===== config.mk =====
export PLATFORM = sky130hd
export DESIGN_NAME = panel_init_sequence_serializer
export DESIGN_NICKNAME = d
export VERILOG_FILES = /design/src/sv/pis_pkg.sv /design/src/sv/pis_front.sv /design/src/sv/pis_queue.sv /design/src/sv/pis_back.sv /design/src/sv/panel_init_sequence_serializer.sv
export VERILOG_INCLUDE_DIRS = /design/src /design/src/sv
export SDC_FILE = /design/constraint.sdc
export NUM_CORES = 1
export LEC_CHECK = 0
export BUFFER_PORTS_ARGS = -buffer_cell sky130_fd_sc_hd__buf_2
export CORE_UTILIZATION = 30
export CTS_BUF_LIST = sky130_fd_sc_hd__clkbuf_4 sky130_fd_sc_hd__clkbuf_8
export DETAILED_ROUTE_END_ITERATION = 8
export GPL_ROUTABILITY_DRIVEN = 0
export PLACE_DENSITY_LB_ADDON = 0.25
export SETUP_SLACK_MARGIN = 0.3
export SLEW_MARGIN = 10
export SYNTH_ARGS = -nofsm -noshare
export SYNTH_HDL_FRONTEND = slang
export SYNTH_SLANG_ARGS = --single-unit

===== constraint.sdc =====
create_clock -name aclk -period 4.5 [get_ports aclk]
set_clock_uncertainty 0.05 [all_clocks]
set_input_delay 0.9 -clock aclk [delete_from_list [all_inputs] [get_ports aclk]]
set_output_delay 0.9 -clock aclk [all_outputs]
set_load 0.005 [all_outputs]

===== src/sv/assert_macros.svh =====
// Assertion macros shared by the serializer RTL.
`ifndef ASSERT_MACROS_SVH
`define ASSERT_MACROS_SVH

// Condition holds at every clock edge out of reset.
`define ASSERT_ALWAYS(label, expr, msg) \
    label: assert property (@(posedge aclk) disable iff (!aresetn) (expr)) else $error(msg);

// Antecedent implies consequent in the same cycle.
`define ASSERT_IMPLIES(label, ante, cons, msg) \
    label: assert property (@(posedge aclk) disable iff (!aresetn) (ante) |-> (cons)) \
        else $error(msg);

`endif


===== src/sv/pis_pkg.sv =====
// Types, constants and codes shared by the panel init-sequence serializer.
package pis_pkg;

    localparam int FRAME_BITS  = 16;
    localparam int WORD_W      = 2 * FRAME_BITS;
    localparam int POS_W       = $clog2(WORD_W);
    localparam int FRAME_IDX_W = $clog2(FRAME_BITS);
    localparam int BYTE_W      = 8;
    localparam int CODE_W      = 16;
    localparam int VALUE_W     = 16;
    localparam int MS_W        = 16;
    localparam int CFG_IDX_W   = 8;
    localparam int CFG_DATA_W  = 8;

    // Power of two so the pointers wrap on their own.
    localparam int QUEUE_DEPTH = 2;
    localparam int QPTR_W      = $clog2(QUEUE_DEPTH);
    localparam int QCNT_W      = $clog2(QUEUE_DEPTH + 1);

    localparam logic [CODE_W-1:0] CODE_MASK     = 16'hFF00;
    localparam logic [CODE_W-1:0] CODE_SLEEP    = 16'h1000;
    localparam logic [CODE_W-1:0] CODE_END      = 16'h2000;
    localparam logic [BYTE_W-1:0] IDX_DATA_ONLY = 8'hFF;

    localparam logic [CFG_DATA_W-1:0] INDEX_PREFIX_RST = 8'h70;
    localparam logic [CFG_DATA_W-1:0] DATA_PREFIX_RST  = 8'h72;

    localparam logic [CFG_IDX_W-1:0] CFG_INDEX_PREFIX = 8'd0;
    localparam logic [CFG_IDX_W-1:0] CFG_DATA_PREFIX  = 8'd1;

    localparam logic [1:0] KIND_BIT   = 2'd0;
    localparam logic [1:0] KIND_SLEEP = 2'd1;
    localparam logic [1:0] KIND_DONE  = 2'd2;

    typedef enum logic [1:0] {
        OP_WRITE = 2'd0,
        OP_SLEEP = 2'd1,
        OP_DONE  = 2'd2
    } op_kind_t;

    // Decoded entry. For writes, word holds the frames in send order from the MSB;
    // a data-only entry has its single frame in the upper half.
    typedef struct packed {
        op_kind_t              kind;
        logic                  has_index;
        logic [WORD_W-1:0]     word;
        logic [MS_W-1:0]       sleep_ms;
    } op_t;

endpackage


===== src/sv/pis_front.sv =====
// Front end: prefix registers, entry decode and frame word assembly.
module pis_front
    import pis_pkg::*;
(
    input  logic                  aclk,
    input  logic                  aresetn,
    input  logic                  cfg_valid,
    output logic                  cfg_ready,
    input  logic [CFG_IDX_W-1:0]  cfg_index,
    input  logic [CFG_DATA_W-1:0] cfg_data,
    input  logic                  s_valid,
    output logic                  s_ready,
    input  logic [CODE_W-1:0]     s_entry_code,
    input  logic [VALUE_W-1:0]    s_entry_value,
    output logic                  op_valid,
    input  logic                  op_ready,
    output op_t                   op
);

    logic [CFG_DATA_W-1:0] index_prefix_reg, index_prefix_next;
    logic [CFG_DATA_W-1:0] data_prefix_reg, data_prefix_next;
    logic [BYTE_W-1:0]     idx;
    logic [BYTE_W-1:0]     data_byte;

    assign cfg_ready = 1'b1;

    always_comb begin
        index_prefix_next = index_prefix_reg;
        data_prefix_next  = data_prefix_reg;
        if (cfg_valid) begin
            case (cfg_index)
                CFG_INDEX_PREFIX: index_prefix_next = cfg_data;
                CFG_DATA_PREFIX:  data_prefix_next  = cfg_data;
                default: ;
            endcase
        end
    end

    always_ff @(posedge aclk) begin
        if (!aresetn) begin
            index_prefix_reg <= INDEX_PREFIX_RST;
            data_prefix_reg  <= DATA_PREFIX_RST;
        end else begin
            index_prefix_reg <= index_prefix_next;
            data_prefix_reg  <= data_prefix_next;
        end
    end

    assign idx       = s_entry_code[BYTE_W-1:0];
    assign data_byte = s_entry_value[BYTE_W-1:0];

    always_comb begin
        op = '0;
        unique case (s_entry_code & CODE_MASK)
            CODE_END: begin
                op.kind = OP_DONE;
            end
            CODE_SLEEP: begin
                op.kind     = OP_SLEEP;
                op.sleep_ms = s_entry_value;
            end
            default: begin
                op.kind      = OP_WRITE;
                op.has_index = (idx != IDX_DATA_ONLY);
                if (idx != IDX_DATA_ONLY) begin
                    op.word = {index_prefix_reg, idx, data_prefix_reg, data_byte};
                end else begin
                    op.word = {data_prefix_reg, data_byte, {FRAME_BITS{1'b0}}};
                end
            end
        endcase
    end

    assign op_valid = s_valid;
    assign s_ready  = op_ready;

endmodule


===== src/sv/pis_queue.sv =====
// Short queue of decoded entries between front and back ends.
module pis_queue
    import pis_pkg::*;
(
    input  logic aclk,
    input  logic aresetn,
    input  logic push_valid,
    output logic push_ready,
    input  op_t  push_op,
    output logic pop_valid,
    input  logic pop_ready,
    output op_t  pop_op
);

`include "assert_macros.svh"

    op_t               entries_reg [QUEUE_DEPTH];
    logic [QPTR_W-1:0] wr_ptr_reg, wr_ptr_next;
    logic [QPTR_W-1:0] rd_ptr_reg, rd_ptr_next;
    logic [QCNT_W-1:0] count_reg, count_next;
    logic              push;
    logic              pop;

    assign push_ready = (count_reg != QCNT_W'(QUEUE_DEPTH));
    assign pop_valid  = (count_reg != '0);
    assign pop_op     = entries_reg[rd_ptr_reg];

    assign push = push_valid && push_ready;
    assign pop  = pop_valid && pop_ready;

    always_comb begin
        wr_ptr_next = push ? wr_ptr_reg + QPTR_W'(1) : wr_ptr_reg;
        rd_ptr_next = pop ? rd_ptr_reg + QPTR_W'(1) : rd_ptr_reg;
        count_next  = count_reg;
        if (push && !pop) begin
            count_next = count_reg + QCNT_W'(1);
        end else if (pop && !push) begin
            count_next = count_reg - QCNT_W'(1);
        end
    end

    always_ff @(posedge aclk) begin
        if (!aresetn) begin
            wr_ptr_reg <= '0;
            rd_ptr_reg <= '0;
            count_reg  <= '0;
        end else begin
            wr_ptr_reg <= wr_ptr_next;
            rd_ptr_reg <= rd_ptr_next;
            count_reg  <= count_next;
        end
    end

    always_ff @(posedge aclk) begin
        if (push) begin
            entries_reg[wr_ptr_reg] <= push_op;
        end
    end

    `ASSERT_ALWAYS(a_count_range, count_reg <= QCNT_W'(QUEUE_DEPTH), "queue count overflow")
    `ASSERT_IMPLIES(a_ptr_gap, count_reg == '0, wr_ptr_reg == rd_ptr_reg, "empty queue ptr mismatch")

endmodule


===== src/sv/pis_back.sv =====
// Back end: walks the head entry one result per cycle into the output register, unless the receiver stalls it.
module pis_back
    import pis_pkg::*;
(
    input  logic              aclk,
    input  logic              aresetn,
    input  logic              head_valid,
    output logic              head_pop,
    input  op_t               head_op,
    output logic              m_valid,
    input  logic              m_ready,
    output logic [1:0]        m_result_kind,
    output logic              m_bit_level,
    output logic              m_frame_first,
    output logic              m_frame_final,
    output logic [MS_W-1:0]   m_sleep_ms,
    output logic              m_last_of_run
);

`include "assert_macros.svh"

    logic [POS_W-1:0] pos_reg, pos_next;
    logic             m_valid_reg, m_valid_next;
    logic [1:0]       kind_reg, kind_next;
    logic             level_reg, level_next;
    logic             first_reg, first_next;
    logic             final_reg, final_next;
    logic [MS_W-1:0]  ms_reg, ms_next;
    logic             last_reg, last_next;
    logic             load;

    assign load = head_valid && (!m_valid_reg || m_ready);

    always_comb begin
        kind_next  = KIND_BIT;
        level_next = 1'b0;
        first_next = 1'b0;
        final_next = 1'b0;
        ms_next    = '0;
        last_next  = 1'b0;
        unique case (head_op.kind)
            OP_DONE: begin
                kind_next = KIND_DONE;
                last_next = 1'b1;
            end
            OP_SLEEP: begin
                kind_next = KIND_SLEEP;
                ms_next   = head_op.sleep_ms;
                last_next = 1'b1;
            end
            OP_WRITE: begin
                level_next = head_op.word[~pos_reg];
                first_next = (pos_reg[FRAME_IDX_W-1:0] == '0);
                final_next = (pos_reg[FRAME_IDX_W-1:0] == '1);
                last_next  = final_next && (pos_reg[POS_W-1] || !head_op.has_index);
            end
            default: ;
        endcase
    end

    assign head_pop = load && last_next;

    always_comb begin
        pos_next = pos_reg;
        if (head_pop) begin
            pos_next = '0;
        end else if (load) begin
            pos_next = pos_reg + POS_W'(1);
        end
        m_valid_next = m_valid_reg;
        if (load) begin
            m_valid_next = 1'b1;
        end else if (m_ready) begin
            m_valid_next = 1'b0;
        end
    end

    always_ff @(posedge aclk) begin
        if (!aresetn) begin
            pos_reg     <= '0;
            m_valid_reg <= 1'b0;
        end else begin
            pos_reg     <= pos_next;
            m_valid_reg <= m_valid_next;
        end
    end

    always_ff @(posedge aclk) begin
        if (load) begin
            kind_reg  <= kind_next;
            level_reg <= level_next;
            first_reg <= first_next;
            final_reg <= final_next;
            ms_reg    <= ms_next;
            last_reg  <= last_next;
        end
    end

    assign m_valid       = m_valid_reg;
    assign m_result_kind = kind_reg;
    assign m_bit_level   = level_reg;
    assign m_frame_first = first_reg;
    assign m_frame_final = final_reg;
    assign m_sleep_ms    = ms_reg;
    assign m_last_of_run = last_reg;

    `ASSERT_IMPLIES(a_mid_entry_head, pos_reg != '0, head_valid && head_op.kind == OP_WRITE, "bit position without write entry")
    `ASSERT_IMPLIES(a_last_bit_final, m_valid_reg && last_reg && kind_reg == KIND_BIT, final_reg, "run ends mid frame")
    `ASSERT_IMPLIES(a_ms_only_sleep, m_valid_reg && ms_reg != '0, kind_reg == KIND_SLEEP, "delay on non-sleep result")

endmodule


===== src/sv/panel_init_sequence_serializer.sv =====
// Top level of the panel init-sequence serializer.
//
// Input channel s_*: one init-sequence entry per item (code word, value word).
// Output channel m_*: one result per item: a serial bit, a sleep request or done.
// Config channel cfg_*: index 0 writes the index-frame prefix, index 1 the
// data-frame prefix; other indexes are ignored. Always ready.
// An entry is decoded as it is accepted and placed in a two-entry queue; the
// back end walks the head entry and loads one result per cycle into the output
// register unless the receiver stalls it. The first result goes from the queue
// slot into the output register. Write entries give 32 results (16 when data
// only), sleep and end entries one; the output register loading one result per
// cycle sets the pace, and entries follow each other without gaps.
// A stalled receiver holds the output register; the queue keeps taking entries
// until both slots fill, then s_ready drops.
// Reset: prefixes return to 0x70 and 0x72, queue and output register empty.
module panel_init_sequence_serializer
    import pis_pkg::*;
(
    input  logic                  aclk,
    input  logic                  aresetn,
    input  logic                  cfg_valid,
    output logic                  cfg_ready,
    input  logic [CFG_IDX_W-1:0]  cfg_index,
    input  logic [CFG_DATA_W-1:0] cfg_data,
    input  logic                  s_valid,
    output logic                  s_ready,
    input  logic [CODE_W-1:0]     s_entry_code,
    input  logic [VALUE_W-1:0]    s_entry_value,
    output logic                  m_valid,
    input  logic                  m_ready,
    output logic [1:0]            m_result_kind,
    output logic                  m_bit_level,
    output logic                  m_frame_first,
    output logic                  m_frame_final,
    output logic [MS_W-1:0]       m_sleep_ms,
    output logic                  m_last_of_run
);

    logic front_valid;
    logic front_ready;
    op_t  front_op;
    logic head_valid;
    logic head_pop;
    op_t  head_op;

    pis_front u_front (
        .aclk          (aclk),
        .aresetn       (aresetn),
        .cfg_valid     (cfg_valid),
        .cfg_ready     (cfg_ready),
        .cfg_index     (cfg_index),
        .cfg_data      (cfg_data),
        .s_valid       (s_valid),
        .s_ready       (s_ready),
        .s_entry_code  (s_entry_code),
        .s_entry_value (s_entry_value),
        .op_valid      (front_valid),
        .op_ready      (front_ready),
        .op            (front_op)
    );

    pis_queue u_queue (
        .aclk       (aclk),
        .aresetn    (aresetn),
        .push_valid (front_valid),
        .push_ready (front_ready),
        .push_op    (front_op),
        .pop_valid  (head_valid),
        .pop_ready  (head_pop),
        .pop_op     (head_op)
    );

    pis_back u_back (
        .aclk          (aclk),
        .aresetn       (aresetn),
        .head_valid    (head_valid),
        .head_pop      (head_pop),
        .head_op       (head_op),
        .m_valid       (m_valid),
        .m_ready       (m_ready),
        .m_result_kind (m_result_kind),
        .m_bit_level   (m_bit_level),
        .m_frame_first (m_frame_first),
        .m_frame_final (m_frame_final),
        .m_sleep_ms    (m_sleep_ms),
        .m_last_of_run (m_last_of_run)
    );

endmodule


# Word level (Yosys, flattened, before mapping)
# Memories as Yosys holds them, arrays and structs flattened. A register that Yosys moved wholly into a read port is not among the register bits.
# Index checks and enable logic that the tools add are counted.
dict set report word_totals {
  ff_bits 48
  ramBits 102
  out_inout_bits 25
  wordCells 70
  mem_count 1
}
# memory words word_bits read_ports rd_clocked_by_memory_dff write_ports line
set memory_table {}
lappend memory_table {u_queue.entries_reg 2 51 1 1 1 pis_queue.sv:17} ;# op_t entries_reg [QUEUE_DEPTH];
dict set report op_classes {
  add_sub_neg 5
  order_cmp 1
  n_eq_ne 8
  n_mux 16
  bitwise 2
  n_reduce_logical 24
}
# operator count
set op_table {}
lappend op_table {{33-bit 2-to-1 mux} 1}
lappend op_table {{32-bit 2-to-1 mux} 1}
lappend op_table {{16-bit 2-to-1 mux} 1}
lappend op_table {{8-bit by 1-bit equality test with 1-bit output, second input constant} 1}
lappend op_table {{8-bit by 5-bit equality test with 1-bit output, second input constant} 1}
lappend op_table {{8-bit by 6-bit equality test with 1-bit output, second input constant} 1}
lappend op_table {{8-bit zero test} 1}
lappend op_table {{8-bit != test, second input constant} 1}
lappend op_table {{2-bit case mux with 2 select lines} 2}
lappend op_table {{1-bit logical AND} 7}
lappend op_table {{1-bit 2-to-1 mux} 7}
lappend op_table {{5-bit by 6-bit < comparator with 1-bit output, second input constant} 1}
lappend op_table {{2-bit nonzero test} 3}
lappend op_table {{2-bit OR reduction} 3}
lappend op_table {{5-bit by 1-bit adder with 5-bit output, second input constant} 1}
lappend op_table {{1-bit binary-select mux with 5-bit select} 1}
lappend op_table {{5-bit inverter} 1}
lappend op_table {{4-bit equality test, second input constant} 1}
lappend op_table {{1-bit zero test} 4}
lappend op_table {{4-bit zero test} 1}
lappend op_table {{2-bit 2-to-1 mux} 2}
lappend op_table {{2-bit AND reduction} 2}
lappend op_table {{1-bit adder, second input constant} 2}
lappend op_table {{2-bit by 1-bit adder with 2-bit output, second input constant} 1}
lappend op_table {{other kinds (8)} 9}

# Longest topological paths before layout
# Gate-level depths: netlist (run 1).
dict set report logic_depth {
  ltp_word 9
  ltp_mapped 13
}

# Modules after synthesis
# From an unflattened synthesis (run 1), not the netlist that was laid out.
dict set report unflattened {
  cells_unflattened 451
  hier_area_um2 6678.9
}
# mod instances cells_each area_per_inst_um2
set modules_own_cells {}
lappend modules_own_cells {pis_queue 1 183 3910.0}
lappend modules_own_cells {pis_back 1 110 1507.7}
lappend modules_own_cells {pis_front 1 158 1261.2}

# Worst setup path after synthesis (run 1)
# No wires, ideal clock.
dict set report synth_path {
  kind {input port to flip-flop}
  from {in s_valid}
  to {mem u_queue.entries_reg[0][0] in the netlist's numbering (enable)}
  arrival_time_ps 3136
  t_required_ps 3989
  setup_slack_ps 852
  path_stages 2
  path_buffers 0
  cell_sequence {nand2_1 -> nor2_1}
}
dict set report synth_via {
  elab_chain_cells 3
}
# item line
set synth_rtl {}
lappend synth_rtl {{from (decl)} panel_init_sequence_serializer.sv:25} ;# input logic s_valid,
lappend synth_rtl {{1-bit logical AND} pis_queue.sv:28} ;# assign push = push_valid && push_ready;
lappend synth_rtl {{1-bit 2-to-1 mux} pis_queue.sv:55} ;# if (push) begin
lappend synth_rtl {{1-bit 2-to-1 mux (implied by the code)} pis_queue.sv:56} ;# entries_reg[wr_ptr_reg] <= push_op;
lappend synth_rtl {{to (decl)} pis_queue.sv:17}
# No other way between the ends.

==> run metrics, run 1 <==
Initial Util 0.309; Hold WC Path Type flip-flop to flip-flop; Most used DFF post-synth edfxtp_1; cts repair resizes 0; cell taking the most area after synthesis edfxtp_1; area grow syn2layout 16.1%; Post-synth EDFFs 124; worst-skew pair later-pin latency 0.45 ns; Worst EP arrival 3.41 ns; type of origin of the critical path flip-flop; largest family of logic cells by synthesized area multiplexers; DIE AREA 21700 um2; Synth Cell Area 6340 um2; Yosys reg bits 151; leakage power 2.70 nW; Sink Count 151; worst-path fanout max 13; fraction of registers with async set/reset 0; YS warnings 0; worst reg-to-reg path cell count 8; fin area 7360 um2; crit-path most repeated cell ha_1; HPWL Detailed 8.29 mm; layout cells sized above 1 0.245; distinct cell type count after synthesis 47; Pins Over Slew Limit 0; mux cell area share after synthesis 0.140; fin worst setup slack 1.43 ns; Synth Area in Simple Gates 0.111; CTS max path bufs 2; GRT Overall Usage 0.120; syn avg cell area 15.6 um2; FP Rows 52; R2R Setup Slk 1.43 ns; Clock transition at path regs 0.08 ns; GRT Residual Overflow 0; die height 147 um; via count 3503; global-route wire length before repair 19.6 mm; Hold-fix buffers, CTS 0; Worst Max-Slew Pin Slew 1.01 ns; largest net degree at the start of global routing 38; Relative slew margins 0.326; buffer count from post-CTS setup fixing 0; TritonCTS clock tree done; syn_nets 468; clk root buf clkbuf_8; fin crit period 3.07 ns; DP Worst Slack 1.42 ns; pwr/cell area 503 nW/um2; Hold Vio Cnt, Final 0; max_cap viols 0; Syn Inst Count 407; CP Capture Type flip-flop; drt drc 0; IO Count 78; Area after DPL 7000 um2; drt first pass iters 5; Die Wd 147 um; vias in the first global route 3691; slowest CP cell dfxtp_2; CP Cell Sequence mux2i_1 > ha_1 > and4_1 > o21ai_1 > a2111o_1 > ha_1 > or3_1 > a21boi_1; Crit Path Class flip-flop to flip-flop; Total Wirelength 12.3 mm; CTS H-tree lvls 4; Final Setup Violations 0; post-synthesis sequential area ratio 0.673; final period utilization 0.683; adder-cell area share of the yosys netlist 0.0158; Yosys top cell area share 0.587; initial drt markers 183; setup TNS 0 ns; Peak VDD IR 0.000281 V; FMAX 325 MHz; # port buffers 76; max reg flops 102; vias per cell 4.54; largest cells by area after synthesis edfxtp_1 (59%), dfxtp_1 (8.5%), mux2i_1 (7.6%); Setup crit end u_queue.count_reg[1]$_SDFFE_PN0P_; antenna fix cells 0; worst flop-to-flop path endpoint u_queue.count_reg[1]$_SDFFE_PN0P_; unrepaired setup endpoints after global routing false; Antenna Nets Post-Route 0; Pwr Total 0.00370 W; TritonCTS Buffers 17; status complete, no violations; XOR/XNOR Fraction of Synth Area 0.00967; Core Box Area 20500 um2; Layout Utilization 0.359; WL per Instance 15.9 um; initial antenna violation count 0; Hold Path Depth 2; Worst Path Required 4.83 ns; peak per-stage delay on the critical path 0.58 ns; Synth Area in Compound Gates 0.0298; final net count 551
[through the flow]
step	cells	hold slack, ns
floorplan	407	0.391
global placement	741	0.409
detailed placement	741	0.426
CTS	772	0.450
global route	772	0.463
finish	772	0.446
[area by class of cell]
class,instances,area (um2)
fill,2004,13100
sequential,151,4270
multi-input combinational,232,1950
timing repair buffer,82,425
tap,270,338
clock buffer,18,241
clock inverter,13,114
inverter,6,22.5
[power breakdown]
group	internal [W]	switching (W)	leakage, nW
clock	0.000481	0.000471	0.187
combinational	0.000387	0.000448	1.16
sequential	0.00181	0.000103	1.36
total	0.00268	0.00102	2.70
[cell usage after synthesis, types with 3 or more instances]
cell / instances
mux4_2: 4
nand3_1: 3
edfxtp_1: 124
and2_1: 21
nor4_1: 3
mux2i_1: 48
and3_1: 18
xnor2_1: 4
nand4_1: 3
a21oi_1: 3
nor2_1: 20
nor2b_1: 27
buf_2: 4
clkbuf_1: 9
nand2b_1: 3
xor2_1: 3
ha_1: 8
o211a_1: 7
dfxtp_1: 27
nand2_1: 22
mux4_1: 12
inv_2: 4
[metal layers]
metal	up-vias	track usage	wire length, um
li1	1698	-	-
met2	95	0.192	5730
met3	9	0.0336	619
met5	-	0	0
met4	0	0.0572	208
met1	1701	0.151	5750
[how the worst min path moves through the flow]
stage,startpoint,to
after floorplan,u_front.index_prefix_reg[4]$_SDFFE_PN1P_,u_front.index_prefix_reg[4]$_SDFFE_PN1P_
after global placement,u_front.index_prefix_reg[5]$_SDFFE_PN1P_,u_front.index_prefix_reg[5]$_SDFFE_PN1P_
after detailed placement,u_front.index_prefix_reg[5]$_SDFFE_PN1P_,u_front.index_prefix_reg[5]$_SDFFE_PN1P_
after CTS,u_front.index_prefix_reg[5]$_SDFFE_PN1P_,u_front.index_prefix_reg[5]$_SDFFE_PN1P_
after global routing,u_front.index_prefix_reg[5]$_SDFFE_PN1P_,u_front.index_prefix_reg[5]$_SDFFE_PN1P_
final,u_front.index_prefix_reg[5]$_SDFFE_PN1P_,u_front.index_prefix_reg[5]$_SDFFE_PN1P_
[cells by family (layout without fill, tap and decap cells)]
| family | after synthesis | in the layout |
|---|---|---|
| AOI/OAI and AO/OA | 24 | 24 |
| DFF | 151 | 151 |
| and+or+nand+nor | 128 | 128 |
| other | 1 | 1 |
| adders and majority gates | 8 | 8 |
| buffers and inverters | 24 | 119 |
| muxes | 64 | 64 |
| xor gates and xnor gates | 7 | 7 |
[layout by cell type (no fill, tap or decap), types with 3 or more instances in the layout]
| master | n |
|---|---|
| clkinv_1 | 3 |
| clkbuf_8 | 17 |
| ha_1 | 8 |
| xor2_1 | 3 |
| o211a_1 | 7 |
| and2_1 | 21 |
| and3_1 | 17 |
| clkinv_2 | 7 |
| dfxtp_1 | 26 |
| mux4_1 | 12 |
| nand3_1 | 3 |
| buf_4 | 6 |
| nor2b_1 | 27 |
| nor4_1 | 3 |
| nand2b_1 | 3 |
| mux4_2 | 4 |
| mux2i_1 | 48 |
| xnor2_1 | 4 |
| inv_2 | 4 |
| nor2_1 | 18 |
| buf_2 | 76 |
| edfxtp_1 | 124 |
| nand4_1 | 3 |
| nand2_1 | 22 |
| a21oi_1 | 3 |
[critical path, delay by kind of cell (launching register included)]
kind | cells | cell delay (ns)
AOI/OAI and AO/OA | 3 | 0.72
adders and majority gates | 2 | 0.63
DFF | 1 | 0.58
muxes | 1 | 0.42
and+or+nand+nor | 2 | 0.61
(Power assumes the default switching activity.)
==> run 2, diff against run 1 <==
- ABC_AREA: unset -> 1
- clock period: 4.5 -> 2.49 ns (I/O delays scaled with it)
==> run 2 against run 1 <==
- via count increased by 25%
- clock power increased by 100%
- critical endpoint unchanged
- maximum frequency increased by 47%
- hold slack got worse by 0.19 ns
==> run metrics, run 2 <==
non-filler cells, final 976 (+26%); # port buffers 76 (unchanged); Hold Worst Slack 0.260 ns (-0.186 ns); Worst Hold Path EP u_front.data_prefix_reg[1]$_SDFFE_PN1P_; IO Count 78 (unchanged); fraction of registers with async set/reset 0 (unchanged); Final Setup Violations 0 (unchanged); Yosys top cell area share 0.580 (-0.00733); initial antenna violation count 0 (unchanged); peak per-stage delay on the critical path 0.37 ns (-0.21 ns); Worst Max-Slew Pin Slew 0.625 ns (-0.382 ns); Sink Count 151 (unchanged); unrepaired setup endpoints after global routing false; final net count 749 (+36%); critical path buffer and inverter count 2 (+2); Antenna Nets Post-Route 0 (unchanged); via count 4394 (+25%); final period utilization 0.840 (+0.157); largest cells by area after synthesis edfxtp_1 (58%), dfxtp_1 (8.4%), nand2_1 (6.7%); Relative slew margins 0.583 (+0.257); drt drc 0 (unchanged); worst reg-to-reg path cell count 14 (+6); TritonCTS clock tree done; antenna fix cells 0 (unchanged); CTS max path bufs 2 (unchanged); Clock transition at path regs 0.09 ns (about the same); fin area 7670 um2 (+4.2%); Die Wd 148 um (+0.62%); count leader, synth edfxtp_1; largest net degree at the start of global routing 52 (+37%); Total Wirelength 14.0 mm (+14%); max_cap viols 0 (unchanged); FP Rows 53 (+1.9%); FMAX 478 MHz (+47%); syn avg cell area 10.7 um2 (-31%); initial drt markers 266 (+45%); Crit Path Class flip-flop to flip-flop; WL per Instance 14.4 um (-9.8%); die height 148 um (+0.62%); CP Cell Sequence inv_2 > or2_4 > o21ai_4 > ha_4 > inv_2 > nor2_4 > nand2_2 > nand2_2 > nand3b_4 > ha_4 > a21oi_2 > o21ai_2 > o21ai_1 > a21oi_1; Area after DPL 7190 um2 (+2.7%); Synth top cells by count edfxtp_1 (124), nand2_1 (114), nor2_1 (87), nand3_1 (58), inv_1 (50); drt first pass iters 4 (-1); Most used DFF post-synth edfxtp_1; GRT Overall Usage 0.136 (+0.0157); Synth Cell Area 6420 um2 (+1.3%); Pins Over Slew Limit 0 (unchanged); type of origin of the critical path flip-flop; dpl cells 940 (+27%); R2R Setup Slk 0.40 ns (-1.03 ns); Initial Util 0.305 (-0.00394); TritonCTS Buffers 17 (unchanged); Hold WC Path Type primary input to flip-flop; GRT Residual Overflow 0 (unchanged); Worst EP arrival 2.39 ns (-1.02 ns); CP Capture Type flip-flop; max reg flops 102 (unchanged); post-synthesis sequential area ratio 0.664 (-0.00839); fin crit period 2.09 ns (-0.983 ns); worst flop-to-flop path endpoint u_queue.count_reg[1]$_SDFFE_PN0P_; worst-skew pair later-pin latency 0.45 ns (about the same); Core Box Area 21000 um2 (+2.6%); cell taking the most area after synthesis edfxtp_1; slowest CP cell dfxtp_2; Hold-fix buffers, CTS 0 (unchanged); syn_nets 660 (+41%); Yosys reg bits 151 (unchanged); leakage power 3.12 nW (+15%); Peak VDD IR 0.000406 V (+45%); Syn Inst Count 599 (+47%); cell family with most CP delay simple AND/OR/NAND/NOR gates; global-route wire length before repair 22.7 mm (+16%); Hold Path Depth 3 (+1); Worst Path Required 2.79 ns (-2.04 ns); Hold Vio Cnt, Final 0 (unchanged); commonest non-fill, non-tap cell in the layout edfxtp_1; worst-path fanout max 4 (-9); CTS H-tree lvls 4 (unchanged); hold path startpoint cfg_data[1]; most frequent cells in the layout edfxtp_1 (124), nand2_1 (113), nor2_1 (85); layout cells sized above 1 0.233 (-0.0125); DIE AREA 22000 um2 (+1.2%); setup TNS 0 ns (unchanged); area grow syn2layout 19.5%; Layout Utilization 0.365 (+0.00576); vias per cell 4.50 (-0.78%); YS warnings 0 (unchanged); HPWL Detailed 9.25 mm (+12%); status complete, no violations; clk root buf clkbuf_8; Post-synth EDFFs 124 (unchanged); pwr/cell area 923 nW/um2 (+84%); distinct cell type count after synthesis 36 (-23%); vias in the first global route 4464 (+21%)
run 2: metrics by stage:
step	worst slack, ns	total power (W)
floorplan	0.0627	0.00453
global placement	0.338	0.00515
detailed placement	0.226	0.00518
CTS	0.319	0.00711
global route	0.275	0.00751
finish	0.399	0.00708
run 2: layout make-up:
| type | instances | area (um2) |
|---|---|---|
| Timing Repair Buffer | 96 | 551 |
| Tap cell | 275 | 344 |
| Clock inverter | 12 | 139 |
| Fill cell | 2072 | 13400 |
| Clock buffer | 20 | 263 |
| Multi-Input combinational cell | 363 | 1880 |
| Sequential cell | 151 | 4270 |
| Inverter | 59 | 224 |
run 2: how the worst max path moves through the flow:
stage	to	depth (start not counted)	startpoint	slack [ns]
2_1_floorplan	u_queue.entries_reg[1][0]$_DFFE_PP_	4	u_queue.count_reg[0]$_SDFFE_PN0P_	0.06
3_3_place_gp	u_queue.count_reg[1]$_SDFFE_PN0P_	13	flip-flop	0.34
3_5_place_dp	u_queue.count_reg[1]$_SDFFE_PN0P_	14	flip-flop	0.23
4_1_cts	u_queue.count_reg[1]$_SDFFE_PN0P_	13	flip-flop	0.32
5_1_grt	u_queue.count_reg[1]$_SDFFE_PN0P_	14	flip-flop	0.27
6_report	u_queue.count_reg[1]$_SDFFE_PN0P_	14	flip-flop	0.40
run 2: power by group:
group | total [W] | switching (W) | internal [W] | leakage, nW
logic | 0.00185 | 0.00121 | 0.000641 | 1.55
clock network | 0.00190 | 0.000943 | 0.000956 | 0.210
registers | 0.00334 | 0.000104 | 0.00323 | 1.36
total | 0.00708 | 0.00225 | 0.00483 | 3.12
run 2: what timing repair did:
item | CTS | global route
endpoints found under the setup margin | 1 | 2
gates cloned | 0 | 0
pin swaps | 2 | 4
setup buffers | 1 | 3
resized for setup | 6 | 6
run 2: worst reg2reg max path, stage by stage (launching register included):
cell,delay [ns]
dfxtp_2,0.37
inv_2,0.06
or2_4,0.24
o21ai_4,0.09
ha_4,0.17
inv_2,0.05
nor2_4,0.11
nand2_2,0.07
nand2_2,0.10
nand3b_4,0.10
ha_4,0.23
a21oi_2,0.12
o21ai_2,0.07
o21ai_1,0.13
a21oi_1,0.05
run 2: kinds of logic after synthesis:
kind of cell,after synthesis,share of synthesized area
buf+inv,85,0.0557
compound gates,71,0.0676
simple gates,280,0.192
flops,151,0.664
other cells,1,0.000584
xor+xnor,3,0.00409
fa+ha+maj,8,0.0156
run 2: layer usage:
| metal | global-route usage | up-vias | part of all wire |
|---|---|---|---|
| li1 | - | 2204 | - |
| met1 | 0.176 | 2078 | 0.46 |
| met2 | 0.223 | 102 | 0.47 |
| met3 | 0.0328 | 10 | 0.055 |
| met4 | 0.0433 | 0 | 0.010 |
| met5 | 0 | - | 0 |
